### src/rtl/core/dsfhp_pkg.sv
// Shared types and constants for the DAC sample FIFO with hold and pan.
`timescale 1ns / 1ps
`default_nettype none
package dsfhp_pkg;

  localparam int FIFO_DEPTH   = 2048;
  localparam int PTR_W        = $clog2(FIFO_DEPTH);
  localparam int LVL_W        = PTR_W + 1;
  localparam int DAC_OFF_FILL = 64;
  localparam int CNT_W        = (PTR_W > 7) ? PTR_W : 7;

  localparam int          PAN_LEFT_BIT  = 7;
  localparam int          PAN_RIGHT_BIT = 6;
  localparam logic [7:0]  PAN_RESET     = 8'hC0;
  localparam logic [7:0]  SIGN_FLIP     = 8'h80;

  typedef enum logic [2:0] {
    FN_WRITE   = 3'd0,
    FN_TICK    = 3'd1,
    FN_PAN     = 3'd2,
    FN_DAC     = 3'd3,
    FN_PREFILL = 3'd4,
    FN_CLEAR   = 3'd5
  } func_t;

  typedef enum logic [1:0] {
    ST_IDLE,
    ST_POP,
    ST_FILL
  } state_t;

  typedef struct packed {
    logic [2:0]  func;
    logic [7:0]  sample_byte;
    logic [7:0]  pan_control;
    logic        dac_on;
    logic [15:0] prefill_count;
    logic        end_of_block;
  } item_t;

  typedef struct packed {
    logic signed [15:0] left_sample;
    logic signed [15:0] right_sample;
    logic               underrun;
    logic               dropped;
    logic [10:0]        fill_level;
    logic [31:0]        underrun_count;
    logic [31:0]        overrun_count;
    logic               block_done;
  } result_t;

  // controller -> datapath
  typedef struct packed {
    logic accept;
    logic pop_load;
    logic fill_step;
    logic fill_done;
  } ctl_t;

  // datapath -> controller
  typedef struct packed {
    logic go_pop;
    logic go_fill;
    logic fill_more;
  } stat_t;

endpackage
`default_nettype wire

### src/rtl/core/dsfhp_ctrl.sv
// Sequencing FSM: accept, registered pop, zero-fill sweep and result hand-off.
`timescale 1ns / 1ps
`default_nettype none
module dsfhp_ctrl (
  input  wire logic            clk,
  input  wire logic            rst,
  input  wire logic            in_valid,
  output logic                 in_ready,
  output logic                 res_valid,
  input  wire logic            res_ready,
  input  wire dsfhp_pkg::stat_t stat,
  output dsfhp_pkg::ctl_t      ctl
);
  import dsfhp_pkg::*;

  state_t state;
  state_t state_next;
  logic   res_load;

  always_comb begin
    state_next = state;
    unique case (state)
      ST_IDLE: begin
        if (ctl.accept) begin
          if (stat.go_pop) begin
            state_next = ST_POP;
          end else if (stat.go_fill) begin
            state_next = ST_FILL;
          end
        end
      end
      ST_POP:  state_next = ST_IDLE;
      ST_FILL: begin
        if (!stat.fill_more) begin
          state_next = ST_IDLE;
        end
      end
      default: state_next = ST_IDLE;
    endcase
  end

  always_comb begin
    in_ready      = 1'b0;
    ctl           = '0;
    unique case (state)
      ST_IDLE: begin
        in_ready   = !res_valid || res_ready;
        ctl.accept = in_valid && in_ready;
      end
      ST_POP:  ctl.pop_load = 1'b1;
      ST_FILL: begin
        ctl.fill_step = stat.fill_more;
        ctl.fill_done = !stat.fill_more;
      end
      default: ;
    endcase
    res_load = (ctl.accept && !stat.go_pop && !stat.go_fill) || ctl.pop_load || ctl.fill_done;
  end

  always_ff @(posedge clk) begin
    if (rst) begin
      state     <= ST_IDLE;
      res_valid <= 1'b0;
    end else begin
      state <= state_next;
      if (res_load) begin
        res_valid <= 1'b1;
      end else if (res_ready) begin
        res_valid <= 1'b0;
      end
    end
  end

endmodule
`default_nettype wire

### config.mk
export PLATFORM = sky130hd
export DESIGN_NAME = dsfhp_ctrl
export DESIGN_NICKNAME = d
export VERILOG_FILES = /design/src/rtl/core/dsfhp_pkg.sv /design/src/rtl/core/dsfhp_ctrl.sv
export SDC_FILE = /design/constraint.sdc
export NUM_CORES = 1
export LEC_CHECK = 0
export ABC_CLOCK_PERIOD_IN_PS = 1710
export BUFFER_PORTS_ARGS = -buffer_cell sky130_fd_sc_hd__buf_2
export CAP_MARGIN = 20
export CORE_AREA = 5 5 42 44
export CTS_CLUSTER_DIAMETER = 100
export DETAILED_ROUTE_END_ITERATION = 10
export DIE_AREA = 0 0 47 49
export HOLD_SLACK_MARGIN = 0.08
export REMOVE_ABC_BUFFERS = 1
export SLEW_MARGIN = 0
export SYNTH_ARGS = -nofsm -noshare
export SYNTH_HDL_FRONTEND = slang
export SYNTH_SLANG_ARGS = --single-unit
### constraint.sdc
create_clock -name clk -period 1.71 [get_ports clk]
set_clock_uncertainty 0.2 [all_clocks]
set_input_delay 0 -clock clk [delete_from_list [all_inputs] [get_ports clk]]
set_output_delay 0 -clock clk [all_outputs]
set_load 0.02 [all_outputs]
==> impl_metrics.toml <==
[status]
status = "complete, no violations"

[sta]
worstMarginPinSlew_ns = 0.2158
hold_viol_final = 0
fmax_mhz = 610.5
rsz0062_at_grt = "false"
period_minus_slack_ns = 1.638
hold-worst-slack_ns = 0.04612
setup_tns_ns = 0
setup_viol = 0
setup_slack_ns = 0.07210
slew_headroom_pct = 85.45
slew_viol_final = 0
finalCritPeriodShare_pct = 95.78

[clock_tree]
cts_made_buffers = 3
clock_latency_ns = 0.23
clk_pin_slew_worst_paths_ns = 0.03
cts-root-buf = "clkbuf_4"
cts_buffer_depth = 2
cts_tree = "done"
ctsHtreeMaxLevel = 1
cts_setup_buffers = 0
cts_num_sinks = 3

[placement]
place_inst = 47
place_ws_ns = 0.5728
gp_congestion = 0.6859
dp_hpwl_um = 398.7
port-buffer-count = 12

[floorplan]
core-area_um2 = 1401
num_io_pins = 13
initial_core_util_pct = 12.59
die_h_um = 49
die_w_um = 47
dieArea_um2 = 2303
rows = 14

[min_path]
holdPathStages = 4
worstHoldStart = "res_ready"
holdPathEnd = "state[0]$_SDFFE_PP0P_"
min_path_type = "in -> reg"

[critical_path]
cp.arrival_ns = 1.61
cpPeakStageDelay_ns = 0.55
r2r_end = "res_valid$_SDFFE_PP0P_"
timing_worst_setup_path_type = "in -> reg"
endpoint_kind = "register"
critPathRequiredTime_ns = 1.69
rrSetupSlack_ns = 0.09
path_max_fanout = 2
rr_worst_depth = 4
r2r_start = "state[1]$_SDFFE_PP0P_"
path_cells = "dlygate4sd3_1, buf_2, nor3b_2, nor3b_2, a21oi_1, dlygate4sd3_1"
critPathLaunchType = "input pin"
critPathSlowestCell = "dlygate4sd3_1"

[logic_synthesis]
syn_area_um2 = 176.4
synth_area_leaders = "dfxtp_1, nor4b_2, nand2b_1, nor3b_2, and3b_2"
synth_area_per_cell_um2 = 9.285
yosysWarningCount = 0
synth_cell_types = 15
synth-seq-cells = 3
synth_top_cell_area_share_pct = 34.04
synth_largest_area_cell = "dfxtp_1"
synth_cells = 19
yosysSeqAreaShare_pct = 34.04

[global_routing]
grt_use_total_pct = 6.470
grt_max_degree = 6
grt_antenna_before_repair = 0
grt_pass1_wl_mm = 1.007
grt_pass1_vias = 262
overflow = 0

[cells_and_area]
drive_gt1_share_pct = 53.66
fin_util_pct = 25.36
nets = 49
syn_to_final_growth_pct = 101.4
layout.cells.non_filler = 57
num_antenna_cells = 0

[drt]
routedWlPerCell_um = 9.456
viasPerCell = 3.842
vias = 219
remaining_drc_errors = 0
drt_iter0_markers = 0
first_pass_iters = 1
ant_nets = 0
wirelength_um = 539

[power_and_ir_drop]
vdd_drop_max_mv = 0.1783
total_leakage_power_nw = 0.1759
power_density_nw_per_um2 = 740.9

[run]
drv_cap = 0
-- cell families (layout without fill, tap and decap cells) --
logic type / count (synthesis) / in the layout / synth area share [%]
buffers and inverters: 2 / 24 / 4.257
and+or+nand+nor: 12 / 12 / 53.90
AOI/OAI and AO/OA: 2 / 2 / 7.800
DFF: 3 / 3 / 34.04
-- Yosys cell counts, drive strengths merged --
cell    n
nor2    2
nand2b  2
dfxtp   3
nor3b   2
nand3   2
nor2b   1
nor4b   1
and3b   1
and2    1
a21oi   1
o41ai   1
inv     2
-- flip-flops by register name, indices dropped and copies added (netlist names) --
signal,count
state,2
res_valid,1
-- worst max-delay path: cells and delay by family --
kind            cells  cell delay [ns]
compound gates      1             0.13
buf+inv             3             1.21
simple gates        2             0.27
-- area by class of cell --
| cell class | instances | area (um2) |
|---|---|---|
| sequential | 3 | 60.06 |
| clock buffer | 4 | 26.28 |
| tap | 16 | 20.02 |
| inverter | 2 | 7.507 |
| fill | 170 | 1046 |
| multi-input combinational | 14 | 121.4 |
| timing repair buffer | 18 | 120.1 |
-- worst max-delay path by stage --
stage | start | endpoint | depth (start not counted)
global route | state[1]$_SDFFE_PP0P_ | res_valid$_SDFFE_PP0P_ | 4
detailed placement | state[1]$_SDFFE_PP0P_ | state[1]$_SDFFE_PP0P_ | 3
CTS | state[1]$_SDFFE_PP0P_ | state[1]$_SDFFE_PP0P_ | 4
finish | stat[0] | res_valid$_SDFFE_PP0P_ | 6
floorplan | state[0]$_SDFFE_PP0P_ | res_valid$_SDFFE_PP0P_ | 3
global placement | state[1]$_SDFFE_PP0P_ | state[1]$_SDFFE_PP0P_ | 3
-- per-layer routing --
layer	global-route usage (%)	vias to the layer above	part of all wire (%)	routed length, um
met1	5.908	95	32	171
li1	-	110	-	-
met3	1.845	3	13	69
met4	8.295	0	4.3	23
met2	9.502	11	51	275
met5	0	-	0	0
-- timing repair --
item,CTS,global route
setup endpoints to repair,0,3
gates resized for setup,0,2
hold buffers,7,0
hold endpoints to repair,3,0
-- layout by cell type, fill, tap and decap left out, types with 2 or more instances in the layout --
cell / instances
buf_2: 12
dlygate4sd3_1: 6
clkbuf_4: 3
dfxtp_1: 3
nor3b_2: 2
nand2b_1: 2
inv_1: 2
-- per-stage QoR --
step	area [um2]	total power [mW]
5_1_grt	355.3	0.2893
6_report	355.3	0.2633
3_5_place_dp	256.5	0.1274
3_3_place_gp	256.5	0.1268
2_1_floorplan	176.4	0.1071
4_1_cts	352.8	0.2703
-- where the power goes --
| group | switching, mW | internal (mW) | total [mW] |
|---|---|---|---|
| Sequential | 0.00313 | 0.0743 | 0.0774 |
| Clock | 0.0364 | 0.0874 | 0.124 |
| Combinational | 0.0306 | 0.0313 | 0.0620 |
Note: power is estimated with default switching activity, not from simulation.
